==> config.mk <==
export PLATFORM = sky130hd
export DESIGN_NAME = shell_operator_spacer
export DESIGN_NICKNAME = d
export VERILOG_FILES = /design/src/hw/rtl/sos_pkg.sv /design/src/hw/rtl/sos_expand.sv /design/src/hw/rtl/sos_serializer.sv /design/src/hw/rtl/shell_operator_spacer.sv
export SDC_FILE = /design/constraint.sdc
export NUM_CORES = 1
export LEC_CHECK = 0
export BUFFER_PORTS_ARGS = -buffer_cell sky130_fd_sc_hd__buf_2
export CAP_MARGIN = 20
export CORE_MARGIN = 5
export CORE_UTILIZATION = 62
export CTS_CLUSTER_SIZE = 14
export DETAILED_ROUTE_END_ITERATION = 8
export PLACE_DENSITY = 0.82
export SLEW_MARGIN = 20
export SYNTH_ARGS = -nofsm -noshare
export SYNTH_HDL_FRONTEND = slang
export SYNTH_SLANG_ARGS = --single-unit
==> constraint.sdc <==
create_clock -name clk -period 4.8 [get_ports clk]
set_input_delay 0.24 -clock clk [delete_from_list [all_inputs] [get_ports clk]]
set_output_delay 0.24 -clock clk [all_outputs]
set_load 0.01 [all_outputs]
==> src/hw/rtl/sos_pkg.sv <==
// ----------------------------------------------------------------------------
// sos_pkg: shared types, character codes and helpers for the operator spacer
// Holds the byte codes, the per-line state, the result record and the
// helper functions that build one group of output bytes.
// ----------------------------------------------------------------------------
package sos_pkg;

  localparam int MAX_RES = 3;

  localparam logic [7:0] CH_LPAREN = 8'h28;
  localparam logic [7:0] CH_RPAREN = 8'h29;
  localparam logic [7:0] CH_AMP    = 8'h26;
  localparam logic [7:0] CH_BAR    = 8'h7C;
  localparam logic [7:0] CH_DQUOTE = 8'h22;
  localparam logic [7:0] CH_SQUOTE = 8'h27;
  localparam logic [7:0] CH_SPACE  = 8'h20;
  localparam logic [7:0] CH_TAB    = 8'h09;
  localparam logic [7:0] CH_CR     = 8'h0D;

  // held half operator
  localparam logic [1:0] HELD_NONE = 2'd0;
  localparam logic [1:0] HELD_AMP  = 2'd1;
  localparam logic [1:0] HELD_BAR  = 2'd2;

  // pending space after a token
  localparam logic [1:0] PEND_NONE  = 2'd0;
  localparam logic [1:0] PEND_PAREN = 2'd1;
  localparam logic [1:0] PEND_OP    = 2'd2;

  typedef struct packed {
    logic       quote_open;
    logic       any_emitted;
    logic       last_was_space;
    logic [1:0] held_half_op;
    logic [1:0] space_after_pending;
  } line_state_t;

  // one group of output bytes built for one input word
  typedef struct packed {
    logic [MAX_RES-1:0][7:0] slot;
    logic [1:0]              cnt;
    logic                    any_emitted;
    logic                    last_was_space;
  } acc_t;

  typedef struct packed {
    logic [MAX_RES-1:0][7:0] slot;
    logic [1:0]              cnt;
    logic                    fin;
  } res_t;

  function automatic logic is_ws(input logic [7:0] b);
    return (b == CH_SPACE) || ((b >= CH_TAB) && (b <= CH_CR));
  endfunction

  function automatic acc_t put_byte(input acc_t a, input logic [7:0] b);
    acc_t r;
    r = a;
    if (a.cnt < 2'(MAX_RES)) begin
      r.slot[a.cnt] = b;
      r.cnt         = a.cnt + 2'd1;
    end
    r.any_emitted    = 1'b1;
    r.last_was_space = (b == CH_SPACE);
    return r;
  endfunction

  function automatic acc_t space_before(input acc_t a);
    acc_t r;
    r = a;
    if (a.any_emitted && !a.last_was_space) begin
      r = put_byte(a, CH_SPACE);
    end
    return r;
  endfunction

  function automatic logic [7:0] held_char(input logic [1:0] h);
    return (h == HELD_AMP) ? CH_AMP : CH_BAR;
  endfunction

endpackage

==> src/hw/rtl/sos_expand.sv <==
// ----------------------------------------------------------------------------
// sos_expand: line state and byte expansion
// Turns one registered input word into up to three output bytes and
// advances the per-line state when the word is taken.
// ----------------------------------------------------------------------------
module sos_expand (
  input  logic              clk,
  input  logic              rst,
  input  logic              step,
  input  logic [7:0]        in_byte,
  input  logic              is_final,
  output sos_pkg::res_t     res
);

  sos_pkg::line_state_t state;
  sos_pkg::line_state_t state_next;

  always_comb begin
    sos_pkg::acc_t acc;
    logic          quote;
    logic [1:0]    held;
    logic [1:0]    pend;
    logic          add;
    logic          take;
    logic [7:0]    hc;

    acc                = '0;
    acc.any_emitted    = state.any_emitted;
    acc.last_was_space = state.last_was_space;
    quote              = state.quote_open;
    held               = state.held_half_op;
    pend               = state.space_after_pending;
    take               = 1'b1;
    add                = 1'b0;
    hc                 = sos_pkg::held_char(held);

    // resolve a space owed to the previous token
    if (pend != sos_pkg::PEND_NONE) begin
      add  = (pend == sos_pkg::PEND_PAREN) ? (in_byte != sos_pkg::CH_SPACE)
                                           : !sos_pkg::is_ws(in_byte);
      pend = sos_pkg::PEND_NONE;
      if (add) begin
        acc = sos_pkg::put_byte(acc, sos_pkg::CH_SPACE);
      end
    end

    if (held != sos_pkg::HELD_NONE) begin
      held = sos_pkg::HELD_NONE;
      if (in_byte == hc) begin
        acc  = sos_pkg::space_before(acc);
        acc  = sos_pkg::put_byte(acc, hc);
        acc  = sos_pkg::put_byte(acc, hc);
        pend = sos_pkg::PEND_OP;
        take = 1'b0;
      end else begin
        acc = sos_pkg::put_byte(acc, hc);
      end
    end

    if (take) begin
      if (!quote && (in_byte == sos_pkg::CH_LPAREN || in_byte == sos_pkg::CH_RPAREN)) begin
        acc  = sos_pkg::space_before(acc);
        acc  = sos_pkg::put_byte(acc, in_byte);
        pend = sos_pkg::PEND_PAREN;
      end else if (!quote && (in_byte == sos_pkg::CH_AMP || in_byte == sos_pkg::CH_BAR)) begin
        held = (in_byte == sos_pkg::CH_AMP) ? sos_pkg::HELD_AMP : sos_pkg::HELD_BAR;
      end else begin
        if (in_byte == sos_pkg::CH_DQUOTE || in_byte == sos_pkg::CH_SQUOTE) begin
          quote = !quote;
        end
        acc = sos_pkg::put_byte(acc, in_byte);
      end
    end

    // line end: flush a held half operator and start a fresh line
    if (is_final && held != sos_pkg::HELD_NONE) begin
      acc = sos_pkg::put_byte(acc, sos_pkg::held_char(held));
    end

    res.slot = acc.slot;
    res.cnt  = acc.cnt;
    res.fin  = is_final;

    if (is_final) begin
      state_next = '0;
    end else begin
      state_next.quote_open          = quote;
      state_next.any_emitted         = acc.any_emitted;
      state_next.last_was_space      = acc.last_was_space;
      state_next.held_half_op        = held;
      state_next.space_after_pending = pend;
    end
  end

  always_ff @(posedge clk) begin
    if (rst) begin
      state <= '0;
    end else if (step) begin
      state <= state_next;
    end
  end

  a_final_clears: assert property (@(posedge clk) disable iff (rst)
    (step && is_final) |=> (state == '0))
    else $error("line state not cleared after final word");

  a_held_pend_excl: assert property (@(posedge clk) disable iff (rst)
    !((state.held_half_op != sos_pkg::HELD_NONE) &&
      (state.space_after_pending != sos_pkg::PEND_NONE)))
    else $error("held operator and pending space both set");

endmodule

==> src/hw/rtl/sos_serializer.sv <==
// ----------------------------------------------------------------------------
// sos_serializer: result buffer and output drain
// Holds one group of up to three bytes; drains one per cycle when out_ready.
// ----------------------------------------------------------------------------
module sos_serializer (
  input  logic          clk,
  input  logic          rst,
  input  logic          load,
  input  sos_pkg::res_t res,
  output logic          load_ok,
  output logic          out_valid,
  input  logic          out_ready,
  output logic [7:0]    out_byte,
  output logic          out_final
);

  logic [sos_pkg::MAX_RES-1:0][7:0] slot;
  logic [1:0]                       cnt;
  logic                             fin;
  logic                             drain;

  assign out_valid = (cnt != 2'd0);
  assign out_byte  = slot[0];
  assign out_final = fin && (cnt == 2'd1);
  assign drain     = out_valid && out_ready;
  // buffer frees this cycle if empty or its last byte leaves now
  assign load_ok   = (cnt == 2'd0) || ((cnt == 2'd1) && out_ready);

  always_ff @(posedge clk) begin
    if (rst) begin
      cnt <= 2'd0;
    end else if (load) begin
      cnt <= res.cnt;
    end else if (drain) begin
      cnt <= cnt - 2'd1;
    end
  end

  always_ff @(posedge clk) begin
    if (load) begin
      slot <= res.slot;
      fin  <= res.fin;
    end else if (drain) begin
      slot[0] <= slot[1];
      slot[1] <= slot[2];
    end
  end

  a_load_free: assert property (@(posedge clk) disable iff (rst)
    load |-> ((cnt == 2'd0) || ((cnt == 2'd1) && out_ready)))
    else $error("result buffer overwritten while bytes remain");

  a_more_bytes: assert property (@(posedge clk) disable iff (rst)
    (drain && cnt > 2'd1) |=> out_valid)
    else $error("bytes of a group lost");

endmodule

==> src/hw/rtl/shell_operator_spacer.sv <==
// ----------------------------------------------------------------------------
// shell_operator_spacer: spaces out parens, && and || in a command line
// Registers each input word, expands it into up to three output bytes
// and drains those bytes one per cycle while out_ready is high.
// ----------------------------------------------------------------------------
// channel | signals                          | direction
// in      | in_valid in_ready in_byte is_final | into block
// out     | out_valid out_ready out_byte out_final | out of block
//
// The single output port drains the three-byte result buffer one byte at a
// time; a new word's group loads only when the buffer is empty or its last
// byte is leaving.
// Reset (rst, synchronous) clears the line state and both buffers.
// An output stall holds the buffered group; the input register takes one
// more word and then in_ready drops until the buffer frees.
// ----------------------------------------------------------------------------
module shell_operator_spacer (
  input  logic       clk,
  input  logic       rst,
  input  logic       in_valid,
  output logic       in_ready,
  input  logic [7:0] in_byte,
  input  logic       is_final,
  output logic       out_valid,
  input  logic       out_ready,
  output logic [7:0] out_byte,
  output logic       out_final
);

  logic          in_full;
  logic [7:0]    byte_q;
  logic          final_q;
  logic          load_ok;
  logic          step;
  sos_pkg::res_t res;

  assign step     = in_full && load_ok;
  assign in_ready = !in_full || step;

  always_ff @(posedge clk) begin
    if (rst) begin
      in_full <= 1'b0;
    end else if (in_valid && in_ready) begin
      in_full <= 1'b1;
    end else if (step) begin
      in_full <= 1'b0;
    end
  end

  always_ff @(posedge clk) begin
    if (in_valid && in_ready) begin
      byte_q  <= in_byte;
      final_q <= is_final;
    end
  end

  sos_expand u_expand (
    .clk      (clk),
    .rst      (rst),
    .step     (step),
    .in_byte  (byte_q),
    .is_final (final_q),
    .res      (res)
  );

  sos_serializer u_serializer (
    .clk       (clk),
    .rst       (rst),
    .load      (step),
    .res       (res),
    .load_ok   (load_ok),
    .out_valid (out_valid),
    .out_ready (out_ready),
    .out_byte  (out_byte),
    .out_final (out_final)
  );

endmodule

* Word level (Yosys, flattened, before mapping)
Index checks and enable logic that the tools add are counted.
Operators by class: equal/unequal tests 17, $add $sub $neg 7, muxes and demuxes 68, div/mod/pow operators 0, $mul 0, shift-type cells 0, bitwise gates (word level) 6, $lt $le $gt $ge 20, reduce and logical (&&, ||, !) cells 38
Operators with widths (number):
- two-way mux 28 bit | 13
- two-way mux 26 bit | 10
- bitwise mux 24 bit | 6
- demux 8 bit (select 2 bit) | 6
- == test 8 x 6 -> 1 bit, second input constant | 8
- two-way mux 8 bit | 6
- bitwise AND 21 bit | 2
- inverter 21 bit | 2
- two-way mux 16 bit | 2
- two-way mux 2 bit | 12
- two-way mux 7 bit | 3
- < comparator 2 x 3 -> 1 bit, second input constant | 6
- logical AND 1 bit | 17
- nonzero test 2 bit | 8
- adder 2 x 1 -> 2 bit, second input constant | 6
- >= comparator 2 x 1 -> 1 bit, second input constant | 6
- < comparator 2 bit, second input constant | 6
- two-way mux 10 bit | 1
- two-way mux 1 bit | 9
- == test 2 x 1 -> 1 bit, second input constant | 4
- == test 8 x 7 -> 1 bit, second input constant | 1
- == test 8 bit | 1
- >= comparator 8 x 4 -> 1 bit, second input constant | 1
- <= comparator 8 x 4 -> 1 bit, second input constant | 1
- other kinds (8) | 19
Storage, ports and cells: ROM bits 0, register bits after elaboration 44, memories 0, input port bits 13, bits in latches 0, memory bits (writable) 0

* Depth between registers and ports, before layout
Gate-level depths: netlist (run 1).
depth in word-level cells 59, gate-level depth with buffers 13, mapped depth without buffers 11

* By module
Synthesis (run 1) repeated with hierarchy kept, for this count alone.
Second synthesis, totals: cells, all modules 311, area total of the unflattened synthesis 3109.2 sq um
Modules (own cells, without submodules):
- sos_expand | cells an instance 225, sequential area each 140.1 sq um, times used 1, area an instance 1570.3 sq um
- sos_serializer | cells an instance 71, sequential area each 790.8 sq um, times used 1, area an instance 1206.2 sq um
- shell_operator_spacer | cells an instance 15, sequential area each 290.3 sq um, times used 1, area an instance 332.8 sq um

* Worst setup path before layout (run 1)
Ideal clock, no wire load.
path kind register -> register, from register byte_q[1], to register u_serializer.slot[11] (netlist bit) (data pin), path buffers 1, setup time 0.264 ns, setup slack 1.847 ns, arrival 2.689 ns, stages on the path, launching flop included 12, cells stage by stage edfxtp_1 -> or3_4 -> o32ai_4 -> a21o_4 -> buf_4 -> nand2_1 -> ha_1 -> nor2_1 -> nor3_1 -> o21bai_1 -> a2111oi_2 -> o21ai_1
On the way: word-level cells in the longest chain between the ends 38
RTL lines:
- start, declared | line shell_operator_spacer.sv:31 | logic [7:0] byte_q;
- start signal, assigned | line shell_operator_spacer.sv:52 | byte_q <= in_byte;
- branches (longest 36 deep; another with >= comparator 8 x 4 -> 1 bit)
- two-way mux 28 bit * | line sos_expand.sv:76 | if (is_final && held != sos_pkg::HELD_NONE) begin
- two-way mux 16 bit * | line sos_serializer.sv:40 | if (load) begin
- end signal, assigned | line sos_serializer.sv:41 | slot <= res.slot;
- end, declared | line sos_serializer.sv:17 | logic [sos_pkg::MAX_RES-1:0][7:0] slot;
Every way passes the cells marked *. The select of a mux whose other input is x is not followed. A chain may end at the register's enable or synchronous reset.

* Worst setup path after layout (run 1)
from register byte_q[4], to register u_serializer.slot[11] (netlist bit) (data pin)
Same word-level chain as after synthesis.

==> metrics, run 1 <==
detailed-route wire length 7324 um; crit path kind register to register; signed area change from the synthesized netlist to the final layout 4.892%; clock tree from TritonCTS built; effective utilization at floorplan 65.03%; number of buffers on the longest clock path 2; placed inst area 0.002949 mm^2; outcome finished clean; average routed wire per standard cell 20.52 um; kind of end point of the critical path register; final clock period utilization by the worst path 66.26%; post-route ant nets 0; PwrDens 317.8 mW/mm^2; Post-Syn Instances 295; number of unique standard cell types used by synthesis 76; number of flops mapped to enable cells by yosys 34; vias after detailed routing 2382; Starting DRT DRC Count 361; total overflow reported by the global router 0; final cell utilization of the core 68.22%; Relative slew margins 60.75%; Lkg Pwr 1.116 nW; count of max-cap constraint violations 0; setup TNS after final layout 0 ns; RSZ-0062 raised after global routing no; post_cts resized 0; Final HPWL DP 5233 um; number of standard cells in the final layout excluding fillers 357; Pre-antenna DRT Iters 5; met3 track demand over resource in global routing 3.318%; grt met1 use 36.21%; synth warn 0; setup-violating endpoint count in the final report 0; post-synthesis sequential area ratio 42.25%; hold buffer count at CTS 0; count of nets after finishing 323; Port Buffer Count 23; GR met2 Demand/Resource 41.18%; number of synthesized register bits 44; worst-path fanout max 15; Syn Std Cell Area 0.002890 mm^2; number of inserted filler cells in the final layout 380; first-pass GRT wire length 12190 um; initial antenna violation count 0; Synthesized Nets 314; syn avg cell area 9.798 um^2; clock period minus worst slack 3.181 ns; row count 24; cell at the root of the clock tree sky130_fd_sc_hd__clkbuf_8; Hold/Removal Path Class input port to register; area of the die 0.006127 mm^2; depth of the CTS H-tree 2; placeable core region 0.004444 mm^2; Die Wd 78.28 um; arrival time at the worst endpoint 3.24 ns; transition at the pin with the smallest max-transition slack 0.5881 ns; placed instance count 349; post-synthesis async set-or-reset flop share 0%; via count of the first global-routing pass 2343; largest net degree at the start of global routing 33; design area 0.003032 mm^2; Chip Height 78.28 um; share of layout cells above drive strength 1 20.66%; setup clock skew after layout 0.005409 ns; Vias/cell 6.672; buffers inserted by post-CTS timing repair 0; fin. max-slew vios 0; peak supply drop 0.1972 mV; Top Usage Layer GRT met2; Clock transition at path regs 0.08 ns; clock latency on the worst-skew pair 0.30 ns; maximum clock frequency 0.3144 GHz; Final Wtd Congestion 0.9998; startpoint type of the worst setup path register; Ports 24; register-to-register path setup slack 1.62 ns; number of diodes 0; DRC 0; total clock sinks 44; data required time at the worst endpoint 4.86 ns; total clock buffers created by CTS 5; total design power 0.9634 mW; prevailing post-synth register cell sky130_fd_sc_hd__edfxtp_1; global-route usage over all layers 25.48%; Hold Fails Final Rpt 0
routing by layer:
layer	up-vias	share of wire (%)
met3	12	7.4
met5	-	0
met4	0	1.7
met1	1134	43
li1	1111	-
met2	125	48
registers in the layout (all words and copies together) (netlist names):
register               cells
final_q                    1
u_serializer.fin           1
u_serializer.out_byte      8
u_serializer.cnt           2
byte_q                     8
u_serializer.slot         16
u_expand.state             7
in_full                    1
synth_stat cells, types with 2 or more instances:
library cell               instances  area share (%)
sky130_fd_sc_hd__o21ai_0          11             1.9
sky130_fd_sc_hd__nand2_1          29             3.8
sky130_fd_sc_hd__ha_1              6             2.6
sky130_fd_sc_hd__o21a_1            6             1.6
sky130_fd_sc_hd__dfxtp_1          10             6.9
sky130_fd_sc_hd__nand3_1           9             1.6
sky130_fd_sc_hd__edfxtp_1         34              35
sky130_fd_sc_hd__buf_4             9             2.3
sky130_fd_sc_hd__a31oi_1           3            0.65
sky130_fd_sc_hd__a21oi_2           2            0.61
sky130_fd_sc_hd__o21ai_1           3            0.52
sky130_fd_sc_hd__and2_4            2            0.61
sky130_fd_sc_hd__nor4_1            3            0.65
sky130_fd_sc_hd__inv_1             8             1.0
sky130_fd_sc_hd__or2_2             2            0.43
sky130_fd_sc_hd__a221oi_2          2             1.0
sky130_fd_sc_hd__and3_1            5             1.1
sky130_fd_sc_hd__o211ai_1          3            0.78
sky130_fd_sc_hd__nor2b_1           2            0.43
sky130_fd_sc_hd__a22oi_1           4             1.0
sky130_fd_sc_hd__nor2_1           27             3.5
sky130_fd_sc_hd__nor3_1            8             1.4
sky130_fd_sc_hd__buf_2             4            0.69
sky130_fd_sc_hd__a21oi_1          22             3.8
sky130_fd_sc_hd__and2_1            7             1.5
sky130_fd_sc_hd__o31ai_1           3            0.78
sky130_fd_sc_hd__clkbuf_1          8             1.0
sky130_fd_sc_hd__nand4_1           3            0.65
sky130_fd_sc_hd__or3_1             3            0.65
sky130_fd_sc_hd__buf_6             2            0.78
sky130_fd_sc_hd__a211oi_1          3            0.78
sky130_fd_sc_hd__a221oi_1          4             1.2
sky130_fd_sc_hd__nand2b_1          5             1.1
path summary, 6_finish.rpt:
kind,from,endpoint,cells past startpoint
worst max-delay path,byte_q[4],u_serializer.slot[11],10
worst min-delay path,in_byte[5],byte_q[5],1
worst max register to register,byte_q[4],u_serializer.slot[11],10
worst min register to register,u_serializer.cnt[1],u_serializer.cnt[1],2
logic make-up (layout without fill, tap and decap cells):
logic type	Yosys count	in the layout	synth area share [%]
AOI/OAI and AO/OA	90	90	24.98
xor gates and xnor gates	2	2	0.6062
adders and majority gates	6	6	2.597
buffers and inverters	34	44	6.363
DFF	44	44	42.25
muxes	3	3	1.255
and+or+nand+nor	116	116	21.95
report_power, final:
| part | total (mW) | internal [mW] | leakage (nW) | switching, mW |
|---|---|---|---|---|
| Sequential | 0.519 | 0.484 | 0.411 | 0.0342 |
| Combinational | 0.220 | 0.0831 | 0.659 | 0.137 |
| Clock | 0.224 | 0.0988 | 0.0453 | 0.126 |
| Total | 0.963 | 0.666 | 1.12 | 0.297 |
area by class of cell:
cell class                 instances  area, um^2  share of cell area, %
clock buffer                       5       68.82                  2.270
inverter                          10       40.04                  1.321
multi-input combinational        217        1485                  48.99
clock inverter                     3       13.76                 0.4540
tap                               52       65.06                  2.146
sequential                        44        1221                  40.28
timing repair buffer              26       137.6                  4.540
worst max-delay path: stages (launching register included):
cell and delay [ns]:
sky130_fd_sc_hd__edfxtp_1 0.56, sky130_fd_sc_hd__or3_1 0.50, sky130_fd_sc_hd__o32ai_4 0.25, sky130_fd_sc_hd__a21o_4 0.24, sky130_fd_sc_hd__nand2_1 0.13, sky130_fd_sc_hd__ha_1 0.35
sky130_fd_sc_hd__nor2_1 0.17, sky130_fd_sc_hd__nor3_1 0.08, sky130_fd_sc_hd__o21bai_1 0.17, sky130_fd_sc_hd__a2111oi_2 0.36, sky130_fd_sc_hd__o21ai_1 0.10
stage by stage:
step | worst slack, ns | hold WS [ns]
floorplan | 1.847 | 0.3389
global placement | 1.717 | 0.4169
detailed placement | 1.674 | 0.4181
CTS | 1.643 | 0.1103
global route | 1.433 | 0.1066
finish | 1.619 | 0.1081
layout by cell type, fill, tap and decap left out, types with 2 or more instances in the layout:
cell type / instances
sky130_fd_sc_hd__a211oi_1: 3
sky130_fd_sc_hd__a21oi_1: 22
sky130_fd_sc_hd__a21oi_2: 2
sky130_fd_sc_hd__a221oi_1: 4
sky130_fd_sc_hd__a221oi_2: 2
sky130_fd_sc_hd__a22oi_1: 4
sky130_fd_sc_hd__a31oi_1: 3
sky130_fd_sc_hd__and2_1: 7
sky130_fd_sc_hd__and2_4: 2
sky130_fd_sc_hd__and3_1: 5
sky130_fd_sc_hd__buf_2: 23
sky130_fd_sc_hd__buf_4: 3
sky130_fd_sc_hd__clkbuf_8: 5
sky130_fd_sc_hd__clkinv_1: 2
sky130_fd_sc_hd__clkinv_2: 2
sky130_fd_sc_hd__dfxtp_1: 10
sky130_fd_sc_hd__edfxtp_1: 34
sky130_fd_sc_hd__ha_1: 6
sky130_fd_sc_hd__inv_1: 8
sky130_fd_sc_hd__nand2_1: 29
sky130_fd_sc_hd__nand2b_1: 5
sky130_fd_sc_hd__nand3_1: 9
sky130_fd_sc_hd__nand4_1: 3
sky130_fd_sc_hd__nor2_1: 27
sky130_fd_sc_hd__nor2b_1: 2
sky130_fd_sc_hd__nor3_1: 8
sky130_fd_sc_hd__nor4_1: 3
sky130_fd_sc_hd__o211ai_1: 3
sky130_fd_sc_hd__o21a_1: 6
sky130_fd_sc_hd__o21ai_0: 11
sky130_fd_sc_hd__o21ai_1: 3
sky130_fd_sc_hd__o31ai_1: 3
sky130_fd_sc_hd__or2_2: 2
sky130_fd_sc_hd__or3_1: 3
Note: power is estimated with default switching activity, not from simulation.
==> run 2, diff against run 1 <==
--- a/config.mk
+++ b/config.mk
@@ -8,10 +8,10 @@
 export BUFFER_PORTS_ARGS = -buffer_cell sky130_fd_sc_hd__buf_2
 export CAP_MARGIN = 20
 export CORE_MARGIN = 5
-export CORE_UTILIZATION = 62
+export CORE_UTILIZATION = 60
 export CTS_CLUSTER_SIZE = 14
 export DETAILED_ROUTE_END_ITERATION = 8
-export PLACE_DENSITY = 0.82
+export PLACE_DENSITY = 0.8
 export SLEW_MARGIN = 20
 export SYNTH_ARGS = -nofsm -noshare
 export SYNTH_HDL_FRONTEND = slang
==> constraint.sdc (replaced) <==
create_clock -name clk -period 3 [get_ports clk]
set_input_delay 0.15 -clock clk [delete_from_list [all_inputs] [get_ports clk]]
set_output_delay 0.15 -clock clk [all_outputs]
set_load 0.01 [all_outputs]
==> run 2 against run 1 <==
- non-clock buffer count is 17 higher
- via count grew 2.1%
- sequential cell count unchanged
- maximum frequency rose by 12%
- global-route usage increased by 0.40 points
- combinational power increased by 80%
- total power grew 72%
- core utilization up 0.13 points
- worst hold slack got worse by 0.089 ns
- register-to-register slack got worse by 1.5 ns
==> metrics, run 2 (synthesis gave the netlist of run 1 again) <==
setup-violating endpoint count in the final report 0 (unchanged); post-route ant nets 0 (unchanged); peak supply drop 0.3268 mV (+66%); data required time at the worst endpoint 3.06 ns (-1.80 ns); commonest cells after routing, fill and taps aside 34 x sky130_fd_sc_hd__edfxtp_1, 29 x sky130_fd_sc_hd__nand2_1, 26 x sky130_fd_sc_hd__nor2_1; count of nets after finishing 340 (+5.3%); DR WL met2 3407 um (-2.1%); sum of met3 wire segment lengths after detailed routing 526 um (-3.5%); Port Buffer Count 23 (unchanged); Relative slew margins 62.25% (+1.5 points); maximum clock frequency 0.3525 GHz (+12%); RR Endpoint u_serializer.slot[11]; Ports 24 (unchanged); crit path kind register to register; row count 25 (+4.2%); Vias/cell 6.465 (-3.1%); max FFs per register 16 (unchanged); most frequent standard cell in the layout excluding fill and tap cells sky130_fd_sc_hd__edfxtp_1; effective utilization at floorplan 61.60% (-3.4 points); Setup crit start byte_q[1]; Final HPWL DP 5545 um (+6.0%); Final Worst Setup Slack 0.1632 ns (-1.456 ns); fin. max-slew vios 0 (unchanged); top layer in use met4; first-pass GRT wire length 12410 um (+1.9%); final clock period utilization by the worst path 94.56% (+28 points); count of max-cap constraint violations 0 (unchanged); cell at the root of the clock tree sky130_fd_sc_hd__clkbuf_8; vias after detailed routing 2431 (+2.1%); Starting DRT DRC Count 300 (-17%); depth of the CTS H-tree 2 (unchanged); Clock transition at path regs 0.09 ns (about the same); Hold Fails Final Rpt 0 (unchanged); Hold/Removal Path Class input port to register; wire length on met1 3325 um (+4.7%); area of the die 0.006305 mm^2 (+2.9%); number of buffers on the longest clock path 2 (unchanged); buffers inserted by post-CTS timing repair 0 (unchanged); clock period minus worst slack 2.837 ns (-0.3438 ns); total clock sinks 44 (unchanged); total clock buffers created by CTS 5 (unchanged); placeable core region 0.004692 mm^2 (+5.6%); Biggest register u_serializer.slot; pre-CTS worst setup slack 0.1289 ns (-1.545 ns); Critical Path Sink u_serializer.slot[11]; PwrDens 516.3 mW/mm^2 (+62%); arrival time at the worst endpoint 2.90 ns (-0.34 ns); outcome finished clean; number of diodes 0 (unchanged); Pre-antenna DRT Iters 5 (unchanged); share of layout cells above drive strength 1 25.78% (+5.1 points); total overflow reported by the global router 0 (unchanged); R2R depth 10 (unchanged); detailed-route wire length 7513 um (+2.6%); Lkg Pwr 1.207 nW (+8.2%); reg-to-reg startpoint byte_q[1]; via count of the first global-routing pass 2398 (+2.3%); initial antenna violation count 0 (unchanged); Die Wd 79.41 um (+1.4%); setup clock skew after layout 0.01041 ns (+0.005001 ns); RSZ-0062 raised after global routing no; largest net degree at the start of global routing 32 (-3.0%); global-route usage over all layers 25.88% (+0.40 points); DRC 0 (unchanged); Final Wtd Congestion 0.9737 (-2.6%); kind of end point of the critical path register; clock latency on the worst-skew pair 0.30 ns (about the same); register-to-register path setup slack 0.16 ns (-1.46 ns); clock tree from TritonCTS built; Chip Height 79.41 um (+1.4%); transition at the pin with the smallest max-transition slack 0.5583 ns (-0.02975 ns); startpoint type of the worst setup path register; average routed wire per standard cell 19.98 um (-2.6%); worst-path fanout max 7 (-8); signed area change from the synthesized netlist to the final layout 10.95%; setup TNS after final layout 0 ns (unchanged)
-- run 2: worst max-delay path: stages, from the launching register on --
cell                        delay [ns]
sky130_fd_sc_hd__edfxtp_1         0.41
sky130_fd_sc_hd__or3_4            0.43
sky130_fd_sc_hd__o32ai_4          0.30
sky130_fd_sc_hd__a21o_4           0.19
sky130_fd_sc_hd__nand2_1          0.13
sky130_fd_sc_hd__inv_1            0.12
sky130_fd_sc_hd__ha_1             0.25
sky130_fd_sc_hd__nor3_1           0.10
sky130_fd_sc_hd__o21bai_1         0.18
sky130_fd_sc_hd__a2111oi_2        0.37
sky130_fd_sc_hd__o21ai_1          0.11
-- run 2: layout make-up --
cell class	instances	area, um^2
repair buffers	43	265.3
inverters	10	40.04
well taps	54	67.56
flip-flops and latches	44	1221
clock buffers	6	72.57
clock inverters	2	35.03
multi-input cells	217	1505
fillers	372	1485
-- run 2: stage by stage --
stage	cells	util (%)	area (um^2)	power, mW	hold WS [ns]
2_1_floorplan	295	-	2890	1.109	0.2489
3_3_place_gp	368	65.63	3079	1.198	0.3267
3_5_place_dp	368	65.63	3079	1.211	0.3286
4_1_cts	376	67.92	3187	1.650	0.01617
5_1_grt	376	68.35	3207	1.745	0.01216
6_report	376	68.35	3207	1.656	0.01908
-- run 2: per-layer routing --
layer	vias up	GRT usage, %
met2	111	39.39
li1	1151	-
met4	0	12.37
met5	-	0
met1	1146	35.65
met3	23	4.628
-- run 2: power breakdown --
part           internal (mW)  switching (mW)  total, mW
registers              0.774          0.0363      0.811
logic                  0.150           0.246      0.396
clock network          0.247           0.202      0.449
total                   1.17           0.485       1.66
-- run 2: how the worst min path moves through the flow --
stage | cells past startpoint | startpoint | endpoint | slack, ns
2_1_floorplan | 0 | in_byte[0] | byte_q[0] | 0.25
3_3_place_gp | 1 | in_byte[5] | byte_q[5] | 0.33
3_5_place_dp | 1 | is_final | final_q | 0.33
4_1_cts | 1 | is_final | final_q | 0.02
5_1_grt | 1 | in_byte[5] | byte_q[5] | 0.01
6_report | 1 | in_byte[5] | byte_q[5] | 0.02
-- run 2: what timing repair did --
item	4_1_cts	5_1_grt
setup endpoints to repair	0	3
hold buffers	0	0
resized for setup	0	3
endpoints found under the hold margin	0	0
